<file path="src/rtl/ffd_pkg.sv">
// ----------------------------------------------------------------------------
// ffd_pkg
// Shared types, constants and the FNV-1a byte step for the float field digest.
// ----------------------------------------------------------------------------
`timescale 1ns / 1ps

package ffd_pkg;

  localparam logic [63:0] FNV_BASIS = 64'hcbf2_9ce4_8422_2325;
  localparam logic [7:0]  FNV_PRIME_LOW = 8'hb3;  // prime = 2^40 + 2^8 + 0xb3
  localparam logic [63:0] EXP_MASK  = 64'h7ff0_0000_0000_0000;
  localparam logic [63:0] SIGN_BIT  = 64'h8000_0000_0000_0000;
  localparam logic [63:0] POS_INF   = 64'h7ff0_0000_0000_0000;
  localparam logic [63:0] NEG_INF   = 64'hfff0_0000_0000_0000;
  // Order keys of the two infinities, the reset values of the marks
  localparam logic [63:0] POS_INF_KEY = 64'hfff0_0000_0000_0000;
  localparam logic [63:0] NEG_INF_KEY = 64'h0010_0000_0000_0000;
  localparam logic [31:0] COUNT_MAX = 32'hffff_ffff;

  // One classified sample as it travels from the front to the back
  typedef struct packed {
    logic [63:0] value_bits;
    logic        new_field;
    logic        nonfinite;
    logic [63:0] order_key;
  } item_t;

  // Fold one byte into the hash: xor, then multiply by the FNV prime mod 2^64
  function automatic logic [63:0] fnv_step(input logic [63:0] h, input logic [7:0] b);
    logic [63:0] x;
    x = h ^ {56'd0, b};
    return (x << 40) + (x << 8) + (x * FNV_PRIME_LOW);
  endfunction

endpackage

</file>
<file path="src/rtl/float_field_digest_unit.sv">
// Flow: a pushed sample is written to a queue slot, then taken by the hash
// engine; its last byte is hashed, loading its transaction into the result
// ports, only once any earlier result is popped. The single FNV byte step
// (xor, multiply by the prime) hashes one sample's eight bytes in turn.
// Reset: synchronous rst empties the queue and result register and returns
// the digest to the offset basis, zero counts and infinite marks.
// ----------------------------------------------------------------------------
// float_field_digest_unit
// Running FNV-1a 64 digest with counts and min/max over raw IEEE doubles.
// ----------------------------------------------------------------------------
`timescale 1ns / 1ps

module float_field_digest_unit #(
  parameter int QUEUE_DEPTH = 2
) (
  input  logic        clk,
  input  logic        rst,
  input  logic        push,
  output logic        full,
  input  logic [63:0] value_bits,
  input  logic        new_field,
  output logic        empty,
  input  logic        pop,
  output logic [63:0] running_hash,
  output logic [31:0] value_count,
  output logic [31:0] nonfinite_count,
  output logic        has_finite,
  output logic [63:0] min_bits,
  output logic [63:0] max_bits
);

  logic           q_valid;
  logic           q_take;
  ffd_pkg::item_t q_item;

  ffd_front #(
    .DEPTH(QUEUE_DEPTH)
  ) u_front (
    .clk        (clk),
    .rst        (rst),
    .push       (push),
    .full       (full),
    .value_bits (value_bits),
    .new_field  (new_field),
    .q_valid    (q_valid),
    .q_item     (q_item),
    .q_take     (q_take)
  );

  ffd_back u_back (
    .clk             (clk),
    .rst             (rst),
    .q_valid         (q_valid),
    .q_item          (q_item),
    .q_take          (q_take),
    .empty           (empty),
    .pop             (pop),
    .running_hash    (running_hash),
    .value_count     (value_count),
    .nonfinite_count (nonfinite_count),
    .has_finite      (has_finite),
    .min_bits        (min_bits),
    .max_bits        (max_bits)
  );

endmodule

</file>
<file path="src/rtl/ffd_front.sv">
// ----------------------------------------------------------------------------
// ffd_front
// Accepts samples, classifies them and buffers them for the hash engine.
// ----------------------------------------------------------------------------
`timescale 1ns / 1ps

module ffd_front #(
  parameter int DEPTH = 2
) (
  input  logic                 clk,
  input  logic                 rst,
  input  logic                 push,
  output logic                 full,
  input  logic [63:0]          value_bits,
  input  logic                 new_field,
  output logic                 q_valid,
  output ffd_pkg::item_t       q_item,
  input  logic                 q_take
);

  localparam int PW = (DEPTH > 1) ? $clog2(DEPTH) : 1;
  localparam int CW = $clog2(DEPTH + 1);
  localparam logic [PW-1:0] LAST = PW'(DEPTH - 1);

  ffd_pkg::item_t slots [DEPTH];
  logic [PW-1:0]  wr_ptr;
  logic [PW-1:0]  rd_ptr;
  logic [CW-1:0]  q_count;
  logic           wr_en;
  logic           rd_en;
  ffd_pkg::item_t in_item;
  logic [62:0]    mag;

  assign full    = (q_count == CW'(DEPTH));
  assign q_valid = (q_count != '0);
  assign q_item  = slots[rd_ptr];
  assign wr_en   = push && !full;
  assign rd_en   = q_take && q_valid;

  // Classify: flag inf/NaN and map the pattern to an unsigned order key
  assign mag = value_bits[62:0];
  always_comb begin
    in_item.value_bits = value_bits;
    in_item.new_field  = new_field;
    in_item.nonfinite  = ((value_bits & ffd_pkg::EXP_MASK) == ffd_pkg::EXP_MASK);
    if (mag == '0) begin
      in_item.order_key = ffd_pkg::SIGN_BIT;
    end else if (value_bits[63]) begin
      in_item.order_key = ffd_pkg::SIGN_BIT - {1'b0, mag};
    end else begin
      in_item.order_key = ffd_pkg::SIGN_BIT + {1'b0, mag};
    end
  end

  always_ff @(posedge clk) begin
    if (wr_en) begin
      slots[wr_ptr] <= in_item;
    end
  end

  always_ff @(posedge clk) begin
    if (rst) begin
      wr_ptr  <= '0;
      rd_ptr  <= '0;
      q_count <= '0;
    end else begin
      if (wr_en) begin
        wr_ptr <= (wr_ptr == LAST) ? '0 : wr_ptr + 1'b1;
      end
      if (rd_en) begin
        rd_ptr <= (rd_ptr == LAST) ? '0 : rd_ptr + 1'b1;
      end
      if (wr_en && !rd_en) begin
        q_count <= q_count + 1'b1;
      end else if (rd_en && !wr_en) begin
        q_count <= q_count - 1'b1;
      end
    end
  end

  a_count_bound: assert property (@(posedge clk) disable iff (rst)
    q_count <= CW'(DEPTH))
    else $error("front queue count exceeds depth");

endmodule

</file>
<file path="src/rtl/ffd_back.sv">
// ----------------------------------------------------------------------------
// ffd_back
// Hash engine, one byte per cycle unless stalled, statistics, result register.
// ----------------------------------------------------------------------------
`timescale 1ns / 1ps

module ffd_back (
  input  logic                 clk,
  input  logic                 rst,
  input  logic                 q_valid,
  input  ffd_pkg::item_t       q_item,
  output logic                 q_take,
  output logic                 empty,
  input  logic                 pop,
  output logic [63:0]          running_hash,
  output logic [31:0]          value_count,
  output logic [31:0]          nonfinite_count,
  output logic                 has_finite,
  output logic [63:0]          min_bits,
  output logic [63:0]          max_bits
);

  logic        busy;
  logic [2:0]  idx;
  logic [63:0] data;
  logic [63:0] hash_acc;
  logic [31:0] total_seen, total_seen_next;
  logic [31:0] bad_seen, bad_seen_next;
  logic        any_finite, any_finite_next;
  logic [63:0] low_mark, low_mark_next;
  logic [63:0] high_mark, high_mark_next;
  logic [63:0] low_key, low_key_next;
  logic [63:0] high_key, high_key_next;
  logic        out_valid;
  logic [63:0] hash_step;
  logic        finishing;
  logic        advance;

  assign hash_step = ffd_pkg::fnv_step(hash_acc, data[7:0]);
  assign finishing = busy && (idx == 3'd7) && (!out_valid || pop);
  assign advance   = busy && ((idx != 3'd7) || finishing);
  assign q_take    = q_valid && (!busy || finishing);
  assign empty     = !out_valid;

  // Statistics for the sample being taken; restart first on new_field
  always_comb begin
    logic [31:0] t_base, b_base;
    logic        f_base;
    logic [63:0] lm_base, hm_base, lk_base, hk_base;
    t_base  = q_item.new_field ? '0 : total_seen;
    b_base  = q_item.new_field ? '0 : bad_seen;
    f_base  = q_item.new_field ? 1'b0 : any_finite;
    lm_base = q_item.new_field ? ffd_pkg::POS_INF : low_mark;
    hm_base = q_item.new_field ? ffd_pkg::NEG_INF : high_mark;
    lk_base = q_item.new_field ? ffd_pkg::POS_INF_KEY : low_key;
    hk_base = q_item.new_field ? ffd_pkg::NEG_INF_KEY : high_key;

    total_seen_next = (t_base == ffd_pkg::COUNT_MAX) ? t_base : t_base + 1'b1;
    bad_seen_next   = b_base;
    any_finite_next = f_base;
    low_mark_next   = lm_base;
    high_mark_next  = hm_base;
    low_key_next    = lk_base;
    high_key_next   = hk_base;
    if (q_item.nonfinite) begin
      bad_seen_next = (b_base == ffd_pkg::COUNT_MAX) ? b_base : b_base + 1'b1;
    end else begin
      any_finite_next = 1'b1;
      if (q_item.order_key < lk_base) begin
        low_mark_next = q_item.value_bits;
        low_key_next  = q_item.order_key;
      end
      if (q_item.order_key > hk_base) begin
        high_mark_next = q_item.value_bits;
        high_key_next  = q_item.order_key;
      end
    end
  end

  always_ff @(posedge clk) begin
    if (rst) begin
      busy       <= 1'b0;
      idx        <= '0;
      hash_acc   <= ffd_pkg::FNV_BASIS;
      total_seen <= '0;
      bad_seen   <= '0;
      any_finite <= 1'b0;
      low_mark   <= ffd_pkg::POS_INF;
      high_mark  <= ffd_pkg::NEG_INF;
      low_key    <= ffd_pkg::POS_INF_KEY;
      high_key   <= ffd_pkg::NEG_INF_KEY;
    end else begin
      if (q_take) begin
        busy       <= 1'b1;
        idx        <= '0;
        data       <= q_item.value_bits;
        hash_acc   <= q_item.new_field ? ffd_pkg::FNV_BASIS
                    : (finishing ? hash_step : hash_acc);
        total_seen <= total_seen_next;
        bad_seen   <= bad_seen_next;
        any_finite <= any_finite_next;
        low_mark   <= low_mark_next;
        high_mark  <= high_mark_next;
        low_key    <= low_key_next;
        high_key   <= high_key_next;
      end else if (advance) begin
        // advance one byte, least significant first
        hash_acc <= hash_step;
        data     <= data >> 8;
        idx      <= idx + 1'b1;
        if (finishing) begin
          busy <= 1'b0;
        end
      end
    end
  end

  // Result register: load on the last byte, hold until popped
  always_ff @(posedge clk) begin
    if (rst) begin
      out_valid <= 1'b0;
    end else if (finishing) begin
      out_valid <= 1'b1;
    end else if (pop) begin
      out_valid <= 1'b0;
    end
  end

  always_ff @(posedge clk) begin
    if (finishing) begin
      running_hash    <= hash_step;
      value_count     <= total_seen;
      nonfinite_count <= bad_seen;
      has_finite      <= any_finite;
      min_bits        <= low_mark;
      max_bits        <= high_mark;
    end
  end

  a_result_held: assert property (@(posedge clk) disable iff (rst)
    out_valid && !pop |=> out_valid && $stable(running_hash) && $stable(value_count))
    else $error("waiting result overwritten");

  a_bad_le_total: assert property (@(posedge clk) disable iff (rst)
    bad_seen <= total_seen)
    else $error("nonfinite count exceeds total count");

  a_marks_ordered: assert property (@(posedge clk) disable iff (rst)
    any_finite |-> low_key <= high_key)
    else $error("minimum mark above maximum mark");

endmodule
</file>
<file path="config.mk">
export PLATFORM = sky130hd
export DESIGN_NAME = float_field_digest_unit
export DESIGN_NICKNAME = d
export VERILOG_FILES = /design/src/rtl/ffd_pkg.sv /design/src/rtl/float_field_digest_unit.sv /design/src/rtl/ffd_front.sv /design/src/rtl/ffd_back.sv
export SDC_FILE = /design/constraint.sdc
export NUM_CORES = 2
export LEC_CHECK = 0
export BUFFER_PORTS_ARGS = -buffer_cell sky130_fd_sc_hd__buf_4
export CAP_MARGIN = 20
export CORE_MARGIN = 2
export CORE_UTILIZATION = 25
export CTS_CLUSTER_DIAMETER = 30
export CTS_CLUSTER_SIZE = 28
export DETAILED_ROUTE_END_ITERATION = 7
export PLACE_DENSITY_LB_ADDON = 0.25
export SLEW_MARGIN = 0
export SYNTH_ARGS = -nofsm -noshare
export SYNTH_HDL_FRONTEND = slang
export SYNTH_SLANG_ARGS = --single-unit
export TNS_END_PERCENT = 30
</file>
<file path="constraint.sdc">
create_clock -name clk -period 17.41 [get_ports clk]
set_input_delay 2.6115 -clock clk [delete_from_list [all_inputs] [get_ports clk]]
set_output_delay 2.6115 -clock clk [all_outputs]
set_load 0.03 [all_outputs]
</file>
==> impl_metrics.tcl <==
set metrics [dict create \
    crit_chain "buf_4, buf_4, mux2_4, nor2_1, ha_1, a21o_1, a21o_1, a21o_1, a21oi_1, o21ai_0, a21oi_1, o21a_1, o31a_2, buf_4, buf_4, nor2_1, a221o_1" \
    area_delta_synth_final_pct 28.4 \
    crit_top_cell "buf_4" \
    place_area_mm2 0.0582 \
    timing.fmax_ghz 0.135 \
    seq_area_frac_synth_pct 48.1 \
    drive_gt1_share_pct 15.9 \
    post_drt_wl_per_cell_um 20.8 \
    wl_met2_mm 81.2 \
    drt_wl_total_mm 170 \
    hold_buffers 0 \
    synth_edf_count 581 \
    cts_resized 0 \
    grt_pass1_vias 38900 \
    clk_pin_slew_worst_paths_ns 0.05 \
    crit_fanout 66 \
    top_layer "met5" \
    cp_data_required_time_ns 18.15 \
    synth.avg_cell_area_um2 11.0 \
    endpoint_kind "register" \
    cts.sinks 976 \
    place_congestion 0.822 \
    synth_flop_cell "edfxtp_1" \
    timing.critical_path.slowest_cell_delay_ns 0.85 \
    start_util_pct 25.2 \
    rsz0062_at_grt "no" \
    layout_common_cells "edfxtp_1 (581), nand2_1 (471), dfxtp_1 (394), nor2_1 (375), buf_4 (373)" \
    die_area_mm2 0.215 \
    critPathKind "reg -> reg" \
    slew_violations 0 \
    die_y_um 463 \
    crit_buf_inv 4 \
    post-cts-setup-buffers 0 \
    final-instance-count-excl-fill 8196 \
    die_w_um 463 \
    drt-initial-drc-count 2513 \
    synthArstFlopShare_pct 0 \
    yosys_warnings 0 \
    numCtsBuffers 291 \
    drtAntennaViolNets 0 \
    layout_commonest_cell "edfxtp_1" \
    htree_levels 5 \
    clk_latency_ns 0.93 \
    dp_hpwl_mm 119 \
    grt_usage_pct 15.6 \
    wl_met3_mm 8.81 \
    min_period_ns 7.40 \
    syn_area_mm2 0.0527 \
    relSlewSlack_pct 13.5 \
    place_inst 7683 \
    fin_skew_ns 0.105 \
    tightest_slew_ns 1.30 \
    start_kind "register" \
    syn_nets 5456 \
    ctsLongestPathBuffers 4 \
    vias 38300 \
    met1_length_mm 75.8 \
    drc 0 \
    period_share_pct 42.5 \
    grt_pass1_wl_mm 254 \
    hold_class "reg -> reg" \
    ys_ff_latch 976 \
    nets 5844 \
    syn_inst 4785 \
    core-area_mm2 0.210 \
    design_area_mm2 0.0677 \
    placementRows 168 \
    setup_violations 0 \
    ys_types 74 \
    viasPerCell 4.68 \
    antenna_found_initial 15 \
    hold_viol 0 \
    status "finished, final reports clean" \
    root_buffer "clkbuf_16" \
    portBuffers 327 \
    grt_max_degree 182 \
    post-route-util_pct 32.3 \
    first_pass_iters 5 \
    ios 328 \
    setup_tns_ns 0 \
    cp_slowest_cell "o31a_2" \
    arrival_ns 8.15 \
    max_cap_viol_count 0 \
    grt_overflow 0 \
    crit_family "buffers and inverters" \
    cts_tree "built" \
]
cell families (layout without fill, tap and decap cells):
logic type	count (synthesis)	in the layout	synth area share, %
AND/OR/NAND/NOR	1531	1531	13.5
flip-flops	976	976	48.1
AO/OA/AOI/OAI	835	835	11.2
adder cells (fa/ha/maj)	602	602	17.8
buffers and inverters	514	1118	3.67
XOR/XNOR	190	190	3.16
multiplexers	137	137	2.63
other	0	2	0
flip-flops by register name, indices dropped and copies added, names as in the netlist, 2 cells and up, named ones only:
name / flops
u_back.bad_seen: 32
u_back.data: 64
u_back.hash_acc: 64
u_back.high_key: 64
u_back.high_mark: 64
u_back.idx: 3
u_back.low_key: 64
u_back.low_mark: 64
u_back.max_bits: 64
u_back.min_bits: 64
u_back.nonfinite_count: 32
u_back.running_hash: 64
u_back.total_seen: 32
u_back.value_count: 32
u_front.q_count: 2
u_front.slots: 260
final timing paths:
kind / start / to / slack [ns] / cells after the start
worst max-delay path: register / u_back.low_mark[51]$_SDFFE_PP0P_ / 10.01 / 17
worst min-delay path: u_back.low_mark[26]$_SDFFE_PP0P_ / u_back.min_bits[26]$_DFFE_PP_ / 0.39 / 0
worst max register to register: register / u_back.low_mark[51]$_SDFFE_PP0P_ / 10.01 / 17
worst min register to register: u_back.low_mark[26]$_SDFFE_PP0P_ / u_back.min_bits[26]$_DFFE_PP_ / 0.39 / 0
routing by layer:
| layer | global-route usage, % | up-vias |
|---|---|---|
| met5 | 0 | - |
| met1 | 20.1 | 18900 |
| met3 | 3.58 | 269 |
| li1 | - | 18100 |
| met2 | 25.8 | 999 |
| met4 | 4.56 | 20 |
worst register-to-register path, cell delays in order, from the launching register on:
cell	delay [ns]
dfxtp_4	0.81
buf_4	0.71
buf_4	0.69
mux2_4	0.66
nor2_1	0.12
ha_1	0.31
a21o_1	0.16
a21o_1	0.17
a21o_1	0.17
a21oi_1	0.13
o21ai_0	0.14
a21oi_1	0.30
o21a_1	0.17
o31a_2	0.85
buf_4	0.70
buf_4	0.68
nor2_1	0.19
a221o_1	0.28
per-stage QoR:
step | hold WS (ns) | setup WS [ns]
after floorplan | 0.401 | 7.52
after global routing | 0.406 | 9.57
final | 0.391 | 10.01
after detailed placement | 0.409 | 9.93
after global placement | 0.414 | 9.91
after CTS | 0.389 | 9.93
cell type report:
cell class	count	area [um2]
Tap cell	2805	3510
Fill cell	21100	142000
Timing Repair Buffer	379	2910
Inverter	230	880
Multi-Input combinational cell	3295	25600
Antenna cell	2	5.00
Clock buffer	377	7980
Clock inverter	132	1500
Sequential cell	976	25400
cell usage after synthesis, types with 7 or more instances:
cell,number,area (um2)
edfxtp_1,581,17400
nor2_1,378,1420
a211o_1,8,70.1
a21oi_1,239,1200
o21a_1,19,143
or3_1,19,119
o211ai_1,8,60.1
ha_1,358,4480
a41o_1,39,390
a31oi_1,17,106
mux2i_1,123,1230
nor4_1,44,275
or2_2,7,43.8
dfxtp_1,395,7910
a311oi_1,11,96.3
o22ai_1,17,106
a22oi_1,31,233
nor2b_1,115,719
inv_1,229,860
nand2_1,472,1770
and4_1,8,70.1
o31ai_1,21,158
o21bai_1,10,75.1
or4_1,14,105
nand4_1,61,382
nor3_1,215,1080
a211oi_1,22,165
fa_1,244,4880
nand2b_1,14,87.6
mux2_2,14,158
a22o_1,16,140
o32a_1,7,70.1
and2_1,24,150
buf_1,23,86.3
nand3_1,120,601
and3_1,20,125
o21ai_0,97,485
xnor2_1,108,946
o41ai_1,9,78.8
a221o_1,107,1070
clkbuf_1,260,976
a21o_1,112,841
xor2_1,82,718
Power is not shown: default switching activity piles up to over one toggle a cycle in this logic, so the estimate is an artifact.
